## src/design/fbs_pkg.sv

```systemverilog
package fbs_pkg;

    localparam int RF_DEPTH = 16;
    localparam int RF_AW    = 4;
    localparam int NIB_W    = 4;

    localparam logic [2:0] SRC_AQ = 3'd0;
    localparam logic [2:0] SRC_AB = 3'd1;
    localparam logic [2:0] SRC_ZQ = 3'd2;
    localparam logic [2:0] SRC_ZB = 3'd3;
    localparam logic [2:0] SRC_ZA = 3'd4;
    localparam logic [2:0] SRC_DA = 3'd5;
    localparam logic [2:0] SRC_DQ = 3'd6;
    localparam logic [2:0] SRC_DZ = 3'd7;

    localparam logic [2:0] OP_ADD   = 3'd0;
    localparam logic [2:0] OP_SUBR  = 3'd1;
    localparam logic [2:0] OP_SUBS  = 3'd2;
    localparam logic [2:0] OP_OR    = 3'd3;
    localparam logic [2:0] OP_AND   = 3'd4;
    localparam logic [2:0] OP_NOTRS = 3'd5;
    localparam logic [2:0] OP_EXOR  = 3'd6;
    localparam logic [2:0] OP_EXNOR = 3'd7;

    localparam logic [2:0] DST_QREG  = 3'd0;
    localparam logic [2:0] DST_NOP   = 3'd1;
    localparam logic [2:0] DST_RAMA  = 3'd2;
    localparam logic [2:0] DST_RAMF  = 3'd3;
    localparam logic [2:0] DST_RAMQD = 3'd4;
    localparam logic [2:0] DST_RAMD  = 3'd5;
    localparam logic [2:0] DST_RAMQU = 3'd6;
    localparam logic [2:0] DST_RAMU  = 3'd7;

    typedef struct packed {
        logic [2:0]       source_sel;
        logic [2:0]       operation;
        logic [2:0]       dest_sel;
        logic [RF_AW-1:0] addr_a;
        logic [RF_AW-1:0] addr_b;
        logic [NIB_W-1:0] d_in;
        logic             carry_in;
        logic             ram0_in;
        logic             ram3_in;
        logic             q0_in;
        logic             q3_in;
        logic             out_enable_n;
    } t_in_req;

    typedef struct packed {
        logic [NIB_W-1:0] y_out;
        logic             y_driven;
        logic             carry_out;
        logic             propagate_n;
        logic             generate_n;
        logic             overflow;
        logic             f_zero;
        logic             f_sign;
        logic             ram0_out;
        logic             ram3_out;
        logic             q0_out;
        logic             q3_out;
    } t_out_req;

endpackage

```

## src/design/fbs_if.sv

```systemverilog
interface fbs_in_if;
    logic              valid;
    logic              ready;
    fbs_pkg::t_in_req  payload;

    modport source (output valid, output payload, input ready);
    modport sink   (input valid, input payload, output ready);
endinterface

interface fbs_out_if;
    logic              valid;
    logic              ready;
    fbs_pkg::t_out_req payload;

    modport source (output valid, output payload, input ready);
    modport sink   (input valid, input payload, output ready);
endinterface

```

## src/design/four_bit_slice_alu.sv

```systemverilog
// channel  | dir | port   | payload
// ---------+-----+--------+----------------------------------------------
// instr    | in  | i_req  | fbs_pkg::t_in_req  (one microinstruction)
// result   | out | o_rsp  | fbs_pkg::t_out_req (Y, flags, shift-out pins)
//
// One microinstruction per clock while results are taken; the result is registered through
// register file read (registered RAM port), then ALU, write-back and output reg.
// A write to the entry the following instruction reads is forwarded.
// Reset clears Q and the per-entry valid bits of the register file (reads as 0).
// Input stalls only when stage 1 and the output register are full and the result is not taken.
module four_bit_slice_alu (
    input  logic      i_clk,
    input  logic      i_rst_n,
    fbs_in_if.sink    i_req,
    fbs_out_if.source o_rsp
);

    localparam int AW = fbs_pkg::RF_AW;
    localparam int NW = fbs_pkg::NIB_W;

    fbs_pkg::t_in_req  r_s1;
    logic              r_s1_valid;
    fbs_pkg::t_out_req r_out;
    logic              r_out_valid;
    logic [NW-1:0]     r_q;
    logic [fbs_pkg::RF_DEPTH-1:0] r_vld;
    logic              r_a_vld;
    logic              r_b_vld;
    logic              r_fw_we;
    logic [AW-1:0]     r_fw_addr;
    logic [NW-1:0]     r_fw_data;

    logic              s1_adv;
    logic              in_acc;
    logic [NW-1:0]     ram_a;
    logic [NW-1:0]     ram_b;
    logic [NW-1:0]     a_val;
    logic [NW-1:0]     b_val;
    logic [NW-1:0]     r_opnd;
    logic [NW-1:0]     s_opnd;
    logic [NW-1:0]     p;
    logic [NW-1:0]     g;
    logic              pall;
    logic              gany;
    logic              gfull;
    logic              c3;
    logic              c4;
    logic              cn;
    logic              xo;
    logic              zo;
    logic [NW-1:0]     sum;
    logic [NW-1:0]     f;
    logic [NW-1:0]     y;
    logic              wr_en;
    logic [NW-1:0]     n_wdata;
    logic [NW-1:0]     n_q;
    fbs_pkg::t_out_req n_out;

    assign s1_adv = r_s1_valid && (!r_out_valid || o_rsp.ready);
    assign i_req.ready = !r_s1_valid || s1_adv;
    assign in_acc = i_req.valid && i_req.ready;

    fbs_ram #(
        .WIDTH (NW),
        .DEPTH (fbs_pkg::RF_DEPTH)
    ) u_rf (
        .i_clk     (i_clk),
        .i_we      (wr_en),
        .i_waddr   (r_s1.addr_b),
        .i_wdata   (n_wdata),
        .i_re      (in_acc),
        .i_raddr_a (i_req.payload.addr_a),
        .i_raddr_b (i_req.payload.addr_b),
        .o_rdata_a (ram_a),
        .o_rdata_b (ram_b)
    );

    always_comb begin
        if (r_fw_we && r_fw_addr == r_s1.addr_a) begin
            a_val = r_fw_data;
        end else begin
            a_val = r_a_vld ? ram_a : '0;
        end
        if (r_fw_we && r_fw_addr == r_s1.addr_b) begin
            b_val = r_fw_data;
        end else begin
            b_val = r_b_vld ? ram_b : '0;
        end
    end

    always_comb begin
        cn = r_s1.carry_in;
        case (r_s1.source_sel)
            fbs_pkg::SRC_AQ: begin r_opnd = a_val;      s_opnd = r_q;   end
            fbs_pkg::SRC_AB: begin r_opnd = a_val;      s_opnd = b_val; end
            fbs_pkg::SRC_ZQ: begin r_opnd = '0;         s_opnd = r_q;   end
            fbs_pkg::SRC_ZB: begin r_opnd = '0;         s_opnd = b_val; end
            fbs_pkg::SRC_ZA: begin r_opnd = '0;         s_opnd = a_val; end
            fbs_pkg::SRC_DA: begin r_opnd = r_s1.d_in;  s_opnd = a_val; end
            fbs_pkg::SRC_DQ: begin r_opnd = r_s1.d_in;  s_opnd = r_q;   end
            default:         begin r_opnd = r_s1.d_in;  s_opnd = '0;    end
        endcase
        if (r_s1.operation == fbs_pkg::OP_SUBR || r_s1.operation == fbs_pkg::OP_NOTRS
            || r_s1.operation == fbs_pkg::OP_EXOR) begin
            r_opnd = ~r_opnd;
        end
        if (r_s1.operation == fbs_pkg::OP_SUBS) begin
            s_opnd = ~s_opnd;
        end

        p     = r_opnd | s_opnd;
        g     = r_opnd & s_opnd;
        pall  = &p;
        gany  = |g;
        gfull = g[3] | (p[3] & g[2]) | (p[3] & p[2] & g[1]) | (p[3] & p[2] & p[1] & g[0]);
        c4    = gfull | (pall & cn);
        c3    = g[2] | (p[2] & g[1]) | (p[2] & p[1] & g[0]) | (p[2] & p[1] & p[0] & cn);
        sum   = r_opnd + s_opnd + {{(NW-1){1'b0}}, cn};
        xo    = !p[2] | (!g[2] & !p[1]) | (!g[2] & !g[1] & !p[0])
                | (!g[2] & !g[1] & !g[0] & cn);
        zo    = !p[3] | (!g[3] & !p[2]) | (!g[3] & !g[2] & !p[1])
                | (!g[3] & !g[2] & !g[1] & !p[0]) | (!g[3] & !g[2] & !g[1] & !g[0] & cn);

        n_out = '0;
        case (r_s1.operation)
            fbs_pkg::OP_ADD, fbs_pkg::OP_SUBR, fbs_pkg::OP_SUBS: begin
                f                 = sum;
                n_out.propagate_n = !pall;
                n_out.generate_n  = !gfull;
                n_out.carry_out   = c4;
                n_out.overflow    = c3 ^ c4;
            end
            fbs_pkg::OP_OR: begin
                f                 = r_opnd | s_opnd;
                n_out.propagate_n = 1'b0;
                n_out.generate_n  = pall;
                n_out.carry_out   = !pall | cn;
                n_out.overflow    = !pall | cn;
            end
            fbs_pkg::OP_AND, fbs_pkg::OP_NOTRS: begin
                f                 = r_opnd & s_opnd;
                n_out.propagate_n = 1'b0;
                n_out.generate_n  = !gany;
                n_out.carry_out   = gany | cn;
                n_out.overflow    = gany | cn;
            end
            default: begin
                f                 = ~(r_opnd ^ s_opnd);
                n_out.propagate_n = gany;
                n_out.generate_n  = g[3] | (p[3] & g[2]) | (p[3] & p[2] & g[1]) | pall;
                n_out.carry_out   = !(g[3] | (p[3] & g[2]) | (p[3] & p[2] & g[1])
                                      | (pall & (g[0] | !cn)));
                n_out.overflow    = xo ^ zo;
            end
        endcase

        y       = (r_s1.dest_sel == fbs_pkg::DST_RAMA) ? a_val : f;
        wr_en   = 1'b0;
        n_wdata = f;
        n_q     = r_q;
        case (r_s1.dest_sel)
            fbs_pkg::DST_QREG: begin
                n_q = f;
            end
            fbs_pkg::DST_RAMA, fbs_pkg::DST_RAMF: begin
                wr_en = s1_adv;
            end
            fbs_pkg::DST_RAMQD, fbs_pkg::DST_RAMD: begin
                wr_en   = s1_adv;
                n_wdata = {r_s1.ram3_in, f[NW-1:1]};
                if (r_s1.dest_sel == fbs_pkg::DST_RAMQD) begin
                    n_q = {r_s1.q3_in, r_q[NW-1:1]};
                end
                n_out.ram0_out = f[0];
                n_out.q0_out   = r_q[0];
            end
            fbs_pkg::DST_RAMQU, fbs_pkg::DST_RAMU: begin
                wr_en   = s1_adv;
                n_wdata = {f[NW-2:0], r_s1.ram0_in};
                if (r_s1.dest_sel == fbs_pkg::DST_RAMQU) begin
                    n_q = {r_q[NW-2:0], r_s1.q0_in};
                end
                n_out.ram3_out = f[NW-1];
                n_out.q3_out   = r_q[NW-1];
            end
            default: begin
            end
        endcase

        n_out.y_out    = r_s1.out_enable_n ? '0 : y;
        n_out.y_driven = !r_s1.out_enable_n;
        n_out.f_zero   = (f == '0);
        n_out.f_sign   = f[NW-1];
    end

    always_ff @(posedge i_clk) begin
        if (!i_rst_n) begin
            r_s1_valid  <= 1'b0;
            r_out_valid <= 1'b0;
            r_q         <= '0;
            r_vld       <= '0;
            r_fw_we     <= 1'b0;
        end else begin
            if (i_req.ready) begin
                r_s1_valid <= i_req.valid;
            end
            if (s1_adv) begin
                r_out_valid <= 1'b1;
                r_q         <= n_q;
            end else if (o_rsp.ready) begin
                r_out_valid <= 1'b0;
            end
            if (wr_en) begin
                r_vld[r_s1.addr_b] <= 1'b1;
            end
            if (in_acc) begin
                r_fw_we <= wr_en;
            end
        end
    end

    always_ff @(posedge i_clk) begin
        if (in_acc) begin
            r_s1      <= i_req.payload;
            r_a_vld   <= r_vld[i_req.payload.addr_a];
            r_b_vld   <= r_vld[i_req.payload.addr_b];
            r_fw_addr <= r_s1.addr_b;
            r_fw_data <= n_wdata;
        end
        if (s1_adv) begin
            r_out <= n_out;
        end
    end

    assign o_rsp.valid   = r_out_valid;
    assign o_rsp.payload = r_out;

`ifndef NO_ASSERTIONS
    a_s1_hold: assert property (@(posedge i_clk) disable iff (!i_rst_n)
        r_s1_valid && !s1_adv |=> r_s1_valid)
        else $error("stage 1 item dropped while stalled");

    a_wr_marks_valid: assert property (@(posedge i_clk) disable iff (!i_rst_n)
        wr_en |=> r_vld[$past(r_s1.addr_b)])
        else $error("register file write did not set entry valid");

    a_y_undriven: assert property (@(posedge i_clk) disable iff (!i_rst_n)
        o_rsp.valid && !o_rsp.payload.y_driven |-> o_rsp.payload.y_out == '0)
        else $error("Y nonzero while not driven");

    a_no_bubble_stall: assert property (@(posedge i_clk) disable iff (!i_rst_n)
        r_s1_valid && !r_out_valid |-> i_req.ready)
        else $error("input stalled with free output register");
`endif

endmodule

```

## src/design/fbs_ram.sv

```systemverilog
module fbs_ram #(
    parameter int WIDTH = 4,
    parameter int DEPTH = 16,
    localparam int AW   = $clog2(DEPTH)
) (
    input  logic             i_clk,
    input  logic             i_we,
    input  logic [AW-1:0]    i_waddr,
    input  logic [WIDTH-1:0] i_wdata,
    input  logic             i_re,
    input  logic [AW-1:0]    i_raddr_a,
    input  logic [AW-1:0]    i_raddr_b,
    output logic [WIDTH-1:0] o_rdata_a,
    output logic [WIDTH-1:0] o_rdata_b
);

    logic [WIDTH-1:0] r_mem [DEPTH];
    logic [WIDTH-1:0] r_rdata_a;
    logic [WIDTH-1:0] r_rdata_b;

    always_ff @(posedge i_clk) begin
        if (i_we) begin
            r_mem[i_waddr] <= i_wdata;
        end
        if (i_re) begin
            r_rdata_a <= r_mem[i_raddr_a];
            r_rdata_b <= r_mem[i_raddr_b];
        end
    end

    assign o_rdata_a = r_rdata_a;
    assign o_rdata_b = r_rdata_b;

endmodule

```

## src/flat_wrapper.sv

```systemverilog
// flat-port wrapper written by rule: the top's interface ports become plain ports
module four_bit_slice_alu_flat 
  (i_clk, i_rst_n, i_req_valid, i_req_payload, i_req_ready, o_rsp_valid, o_rsp_payload, o_rsp_ready);
  fbs_in_if i_req_i ();
  fbs_out_if o_rsp_i ();
  input  logic i_clk;
  input  logic i_rst_n;
  input wire logic [$bits(i_req_i.valid)-1:0] i_req_valid;
  input wire logic [$bits(i_req_i.payload)-1:0] i_req_payload;
  output wire logic [$bits(i_req_i.ready)-1:0] i_req_ready;
  output wire logic [$bits(o_rsp_i.valid)-1:0] o_rsp_valid;
  output wire logic [$bits(o_rsp_i.payload)-1:0] o_rsp_payload;
  input wire logic [$bits(o_rsp_i.ready)-1:0] o_rsp_ready;
  assign i_req_i.valid = i_req_valid;
  assign i_req_i.payload = i_req_payload;
  assign i_req_ready = i_req_i.ready;
  assign o_rsp_valid = o_rsp_i.valid;
  assign o_rsp_payload = o_rsp_i.payload;
  assign o_rsp_i.ready = o_rsp_ready;
  four_bit_slice_alu u_core (.i_clk(i_clk), .i_rst_n(i_rst_n), .i_req(i_req_i), .o_rsp(o_rsp_i));
endmodule
```

## config.mk

```make
export PLATFORM = sky130hd
export DESIGN_NAME = four_bit_slice_alu_flat
export DESIGN_NICKNAME = d
export VERILOG_FILES = /design/src/design/fbs_pkg.sv /design/src/design/fbs_if.sv /design/src/design/four_bit_slice_alu.sv /design/src/design/fbs_ram.sv /design/src/flat_wrapper.sv
export SDC_FILE = /design/constraint.sdc
export NUM_CORES = 1
export LEC_CHECK = 0
export ABC_AREA = 1
export BUFFER_PORTS_ARGS = -buffer_cell sky130_fd_sc_hd__buf_4
export CAP_MARGIN = 20
export CORE_ASPECT_RATIO = 0.5
export CORE_MARGIN = 2
export CORE_UTILIZATION = 35
export CTS_BUF_LIST = sky130_fd_sc_hd__clkbuf_8 sky130_fd_sc_hd__clkbuf_16
export CTS_CLUSTER_DIAMETER = 200
export DETAILED_ROUTE_END_ITERATION = 16
export PLACE_DENSITY = 0.59
export SLEW_MARGIN = 0
export SYNTH_ARGS = -nofsm -noshare
export SYNTH_HDL_FRONTEND = slang
export SYNTH_SLANG_ARGS = --single-unit
```

## constraint.sdc

```tcl
create_clock -name i_clk -period 4.6 [get_ports i_clk]
set_clock_uncertainty 0.05 [all_clocks]
set_input_delay 0.23 -clock i_clk [delete_from_list [all_inputs] [get_ports i_clk]]
set_output_delay 0.23 -clock i_clk [all_outputs]
set_load 0.03 [all_outputs]
```

# [Yosys cells after proc, flatten, opt, wreduce, memory -nomap -nowiden]
# Memory sizes are Yosys's and may differ from the RTL's. A register that Yosys moved wholly into a read port is not among the register bits.
# Cells that the tools add are included.
[word_totals] register_bits=75 mem_bits_rw=64 out_inout_bits=17 mem_count=1
[op_classes] add_sub_neg=2 order_cmp=4 n_eq_ne=22 n_mux=26 bitwise=52 reduce_logical=44
[mem_list] memory="u_core.u_rf.r_mem" words=16 width=4 rd=2 rd_clocked_by_memory_dff=2 wr=1 line_no="fbs_ram.sv:17" text="logic [WIDTH-1:0] r_mem [DEPTH];"
[ops] op="4-bit case mux with 3 select lines" n=4
[ops] op="4-bit 2-to-1 mux" n=9
[ops] op="3-bit equality test (second input constant)" n=10
[ops] op="1-bit AND" n=24
[ops] op="1-bit bitwise OR" n=19
[ops] op="3-bit by 2-bit equality test with 1-bit output (second input constant)" n=6
[ops] op="1-bit zero test" n=16
[ops] op="16-bit bitwise OR" n=1
[ops] op="4-bit case mux with 2 select lines" n=2
[ops] op="4-bit by 5-bit less-than comparator with 1-bit output (second input constant)" n=3
[ops] op="4-bit inverter" n=3
[ops] op="2-bit OR reduction" n=6
[ops] op="3-bit zero test" n=3
[ops] op="3-bit OR reduction" n=3
[ops] op="1-bit binary-select mux with 4-bit select" n=2
[ops] op="4-bit equality test" n=2
[ops] op="1-bit 2-to-1 mux" n=8
[ops] op="4-bit AND reduction" n=2
[ops] op="3-bit by 1-bit equality test with 1-bit output (second input constant)" n=2
[ops] op="6-bit OR reduction" n=1
[ops] op="1-bit logical AND" n=5
[ops] op="4-bit by 1-bit adder with 4-bit output" n=1
[ops] op="4-bit adder" n=1
[ops] op="4-bit AND" n=1
[ops] op="11 further kinds" n=16

# [Depth between registers and ports, before layout]
[logic_depth] depth_word=15 ltp_mapped=20 ltp_nobuf=20

# [Modules after synthesis]
# From an unflattened synthesis, not the netlist that was laid out.
[hier_totals] hier_cells=957 hier_area_um2=8130.3
[modules_own_cells] mod="four_bit_slice_alu" n_inst=1 cells_per_inst=516 area_per_inst_um2=4312.9 seq_area_each_um2=2021.9
[modules_own_cells] mod="fbs_ram" n_inst=1 cells_per_inst=441 area_per_inst_um2=3817.4 seq_area_each_um2=2162.1

# [Worst setup path before layout]
# Ideal clock, no wire load.
[synth_timing] path_kind="register to register" from="register u_core.r_fw_addr[0]" to="register u_core.r_fw_data[1] (data pin)" arrival_time_ns=2.759 setup_slack_ns=1.426 stages_incl_launch_ff=18 synth_period_minus_slack_ns=3.174 path_cell_list="edfxtp_1 > nand2_1 > nand2_1 > nor2_2 > nand4_1 > and2_4 > nand2_2 > nand2_1 > nand2_1 > nand2_1 > fa_1 > inv_1 > fa_1 > nand2_1 > and3_1 > nand2_2 > nand2_2 > o211ai_1"
[synth_between] elab_chain_len=10 elab_cells_between_ends=20 cone_classes="2 x add/sub; 2 x eq/ne; 8 x mux; 6 x bitwise; 2 x reduce/logical"
[synth_rtl] item="start: declaration" line_no="four_bit_slice_alu.sv:30" text="logic [AW-1:0] r_fw_addr;"
[synth_rtl] item="start signal: assignment" line_no="four_bit_slice_alu.sv:227" text="r_fw_addr <= r_s1.addr_b;"
[synth_rtl] item="4-bit equality test (on tied branches)" line_no="four_bit_slice_alu.sv:79, four_bit_slice_alu.sv:84"
[synth_rtl] item="1-bit logical AND (on tied branches)" line_no="four_bit_slice_alu.sv:79, four_bit_slice_alu.sv:84"
[synth_rtl] item="4-bit 2-to-1 mux (on tied branches)" line_no="four_bit_slice_alu.sv:79, four_bit_slice_alu.sv:84"
[synth_rtl] item="4-bit case mux with 3 select lines or 4-bit case mux with 2 select lines (tied branches)" line_no="four_bit_slice_alu.sv:93" text="case (r_s1.source_sel)"
[synth_rtl] item="4-bit inverter (on tied branches)" line_no="four_bit_slice_alu.sv:108, four_bit_slice_alu.sv:105"
[synth_rtl] item="4-bit 2-to-1 mux (on tied branches)" line_no="four_bit_slice_alu.sv:107, four_bit_slice_alu.sv:103"
[synth_rtl] item="4-bit adder or 4-bit XOR (tied branches)" line_no="four_bit_slice_alu.sv:118, four_bit_slice_alu.sv:148"
[synth_rtl] item="4-bit by 1-bit adder with 4-bit output or 4-bit inverter (tied branches)" line_no="four_bit_slice_alu.sv:118, four_bit_slice_alu.sv:148"
[synth_rtl] item="4-bit case mux with 3 select lines *" line_no="four_bit_slice_alu.sv:125" text="case (r_s1.operation)"
[synth_rtl] item="4-bit case mux with 2 select lines *" line_no="four_bit_slice_alu.sv:161" text="case (r_s1.dest_sel)"
[synth_rtl] item="via u_core.n_wdata[1]" line_no="four_bit_slice_alu.sv:55" text="logic [NW-1:0] n_wdata;"
[synth_rtl] item="end signal: assignment" line_no="four_bit_slice_alu.sv:228" text="r_fw_data <= n_wdata;"
[synth_rtl] item="end: declaration" line_no="four_bit_slice_alu.sv:31" text="logic [NW-1:0] r_fw_data;"
# Mark *: on every way through the listed nets, which the timed path passes. The rest lies on a longest branch.
# A chain may end at the register's enable or synchronous reset.

# [Worst setup path after layout]
[layout_timing] from="register u_core.r_s1[23] (netlist name)" to="memory u_core.u_rf.r_mem[8][2] (data pin)"
[layout_between] elab_chain_len=8 elab_cells_between_ends=21 cone_classes="2 x add/sub; 6 x eq/ne; 4 x mux; 4 x bitwise; 5 x reduce/logical"
[layout_rtl] item="start: declaration" line_no="four_bit_slice_alu.sv:21" text="fbs_pkg::t_in_req r_s1;"
[layout_rtl] item="start signal: assignment" line_no="four_bit_slice_alu.sv:224" text="r_s1 <= i_req.payload;"
[layout_rtl] item="3-bit by 1-bit equality test with 1-bit output or 3-bit equality test (tied branches)" line_no="four_bit_slice_alu.sv:103, four_bit_slice_alu.sv:125"
[layout_rtl] item="1-bit logical OR" line_no="four_bit_slice_alu.sv:103" text="if (r_s1.operation == fbs_pkg::OP_SUBR || r_s1.operation == fbs_pkg::OP_NOTRS"
[layout_rtl] item="1-bit logical OR" line_no="four_bit_slice_alu.sv:104" text="|| r_s1.operation == fbs_pkg::OP_EXOR) begin"
[layout_rtl] item="4-bit 2-to-1 mux" line_no="four_bit_slice_alu.sv:103"
[layout_rtl] item="4-bit adder or 4-bit XOR (tied branches)" line_no="four_bit_slice_alu.sv:118, four_bit_slice_alu.sv:148"
[layout_rtl] item="4-bit by 1-bit adder with 4-bit output or 4-bit inverter (tied branches)" line_no="four_bit_slice_alu.sv:118, four_bit_slice_alu.sv:148"
[layout_rtl] item="4-bit case mux with 3 select lines *" line_no="four_bit_slice_alu.sv:125"
[layout_rtl] item="4-bit case mux with 2 select lines *" line_no="four_bit_slice_alu.sv:161"
[layout_rtl] item="via u_core.n_wdata[2]" line_no="four_bit_slice_alu.sv:55"
[layout_rtl] item="end: declaration" line_no="fbs_ram.sv:17"
# Marks and branches as above.

==> impl_metrics.tcl <==
set metrics [dict create \
    status "finished clean" \
    grt.overflow.total 0 \
    drv_slew 0 \
    die_area_mm2 0.02291 \
    port_buffers 47 \
    antenna_found_initial 0 \
    crit_path_top_delay_cell "nor3_2" \
    ios 48 \
    synth_common_cells "nand2_1, edfxtp_1, inv_1" \
    setup_slack_ns 0.6842 \
    cts_root_buf "clkbuf_16" \
    layout.cells.non_filler 1206 \
    syn_area_mm2 0.007576 \
    crit_required_ns 4.51 \
    synth_compound_area_share_pct 16.30 \
    worstMarginPinSlew_ns 0.9301 \
    reg2reg_slack_ns 0.68 \
    die_w_um 212.1 \
    synthCells 842 \
    ys_seq_area_share_pct 55.23 \
    clkSinkCount 147 \
    hold_violations 0 \
    grt_pass1_wl_um 31380 \
    cts.clk_slew.worst_paths_ns 0.06 \
    min_to "u_core.r_fw_we" \
    hp-class "input pin to register" \
    reg2reg_depth 12 \
    diodes 0 \
    syn_avg_cell_area_um2 8.998 \
    viasPerCell 5.187 \
    dp_slack_ns 0.6901 \
    synth-edff-count 124 \
    floorplan.initialDensity_pct 36.29 \
    synth_top_family_by_area "simple AND/OR/NAND/NOR gates" \
    grt_max_degree 82 \
    hpwl_um 13970 \
    synth_seq_cells 147 \
    place_congestion 0.8653 \
    utilization_pct 43.15 \
    synth_xor_area_share_pct 0.2312 \
    dp.cells 1154 \
    leakagePower_nw 3.654 \
    drt-pass1-iter-count 5 \
    drv_cap 0 \
    row_count 37 \
    route.detailed.drc 0 \
    ys_warn_count 0 \
    timing.rr.start "u_core.r_s1[23]" \
    synth-simple-area-share_pct 19.09 \
    ys_top_cells_by_area "edfxtp_1, nand2_1, dfxtp_1, o21ai_0, a21oi_1" \
    synth_top_area_share_pct 49.15 \
    wl_um 20100 \
    whs_path_depth 3 \
    yosysUniqueCellTypes 40 \
    grt_pass1_vias 6019 \
    cts-buffers-inserted 17 \
    async_flop_share_pct 0 \
    fin_nets 942 \
    power_density_mw_per_mm2 386.1 \
    worst_setup_path_start_kind "register" \
    fin_crit_sh_pct 85.13 \
    max_freq_mhz 255.4 \
    final.min_clock_period_ns 3.916 \
    synth_top_area_cell "edfxtp_1" \
    syn-num-nets 883 \
    coreArea_mm2 0.02088 \
    cts_tree "yes" \
    endpoint_kind "register" \
    synth_ff_type "edfxtp_1" \
    drtIter0Drc 463 \
    path_max_fanout 17 \
    cts_buffer_depth 2 \
    worstSetupPathType "register to register" \
    yosysMostFrequentCell "nand2_1" \
    slew_headroom_pct 37.90 \
    synthMuxAreaShare_pct 0 \
    drive_gt1_share_pct 13.68 \
    power_mw 3.479 \
    ir_drop_mv 0.2642 \
    min-delay-start "i_req_valid" \
    synth-adder-area-share_pct 1.850 \
    drtAntennaViolNets 0 \
    cp_slowest_stage_delay_ns 0.52 \
    die_h_um 108.0 \
    cts-htree-levels 4 \
    setup_viol_count_final 0 \
    cp_cell_sequence "nor3_2, inv_1, nand4_1, nand2_1, fa_1, inv_1, fa_1, nand2_1, and3_1, nand2_2, nand2_1, nand3_1" \
    setup_tns_ns 0 \
    clk_latency_ns 0.43 \
    crit_path_frequent_cell "nand2_1" \
    vias 6256 \
    area_growth_pct 18.93 \
    track_usage_pct 18.19 \
    reg2reg_to "u_core.u_rf.r_mem[8][2]" \
    wl_per_cell_um 16.66 \
    rsz0062_at_grt "no" \
    crit_arrival_ns 3.82 \
]
## worst max-delay path, delay by kind of cell, from the launching register on
family | cells | cell delay (ns)
buffers and inverters | 2 | 0.36
flip-flops | 1 | 0.50
adder cells (fa/ha/maj) | 2 | 0.82
AND/OR/NAND/NOR | 8 | 1.69
## sequential cells by signal, summed over array words and instances (netlist names), 4 cells and up
| name | flops |
|---|---|
| u_core.u_rf.r_mem | 64 |
| u_core.r_s1 | 26 |
| u_core.r_vld | 16 |
| u_core.o_rsp.payload | 15 |
| u_core.r_fw_addr | 4 |
| u_core.r_fw_data | 4 |
| u_core.r_q | 4 |
| u_core.u_rf.o_rdata_a | 4 |
| u_core.u_rf.o_rdata_b | 4 |
## metrics by stage
| step | instance area (µm²) | hold WS, ns |
|---|---|---|
| finish | 9010 | 0.02196 |
| detailed placement | 8190 | 0.3598 |
| floorplan | 7576 | 0.2789 |
| global route | 9010 | 0.01619 |
| global placement | 8190 | 0.3589 |
| CTS | 9002 | 0.01036 |
## area by class of cell
| type | count | area, µm² |
|---|---|---|
| tap | 292 | 365.4 |
| clock inverter | 11 | 107.6 |
| sequential | 147 | 4184 |
| timing repair buffer | 69 | 565.5 |
| clock buffer | 21 | 514.2 |
| multi-input combinational | 551 | 2839 |
| inverter | 115 | 434.2 |
| fill | 2030 | 11870 |
## logic make-up after synthesis
group,Yosys count
simple gates,321
compound gates,218
flops,147
fa+ha+maj,10
buf+inv,144
xor+xnor,2
## layer usage
metal  up-vias  track usage (%)  routed length (µm)
li1       3032                -                   -
met1      2972            22.91                9045
met2       205            30.42                9326
met3        47            3.311                1120
met4         0            9.054                 605
met5         -                0                   0
## report_power, final
group	switching (mW)	internal, mW
registers	0.0228	1.53
logic	0.336	0.156
clock network	0.567	0.864
## placed cells by master (no fill, tap or decap), drive strengths merged
cell type / n
edfxtp: 124
nand3: 54
a31oi: 4
and3: 1
clkinv: 8
buf: 50
nand2: 177
ha: 8
o221ai: 12
o21ai: 90
xnor2: 2
o211a: 1
nand4: 16
or2: 4
nor3: 3
dfxtp: 23
a22oi: 3
inv: 117
a32oi: 1
clkbuf: 21
bufinv: 1
a21oi: 83
o22ai: 3
o211ai: 21
fa: 2
nor2: 65
and2: 1
dlygate4sd3: 19
## how the worst max path moves through the flow
stage	start	endpoint	slack, ns	depth (start not counted)
after floorplan	u_core.r_fw_addr[0]	u_core.r_fw_data[1]	1.43	17
after global placement	u_core.r_s1[23]	u_core.u_rf.r_mem[13][2]	0.84	12
after detailed placement	u_core.r_s1[23]	u_core.u_rf.r_mem[13][2]	0.69	12
after CTS	u_core.r_s1[23]	u_core.r_fw_data[2]	0.67	12
after global routing	u_core.r_s1[23]	u_core.r_fw_data[2]	0.42	12
final	u_core.r_s1[23]	u_core.u_rf.r_mem[8][2]	0.68	12
## what timing repair did
| action | CTS | global route |
|---|---|---|
| resized for setup | 0 | 0 |
| endpoints found under the hold margin | 19 | 0 |
| buffers inserted | 0 | 0 |
| hold buffers | 19 | 0 |
No activity file was read; power rests on OpenSTA's default activity.
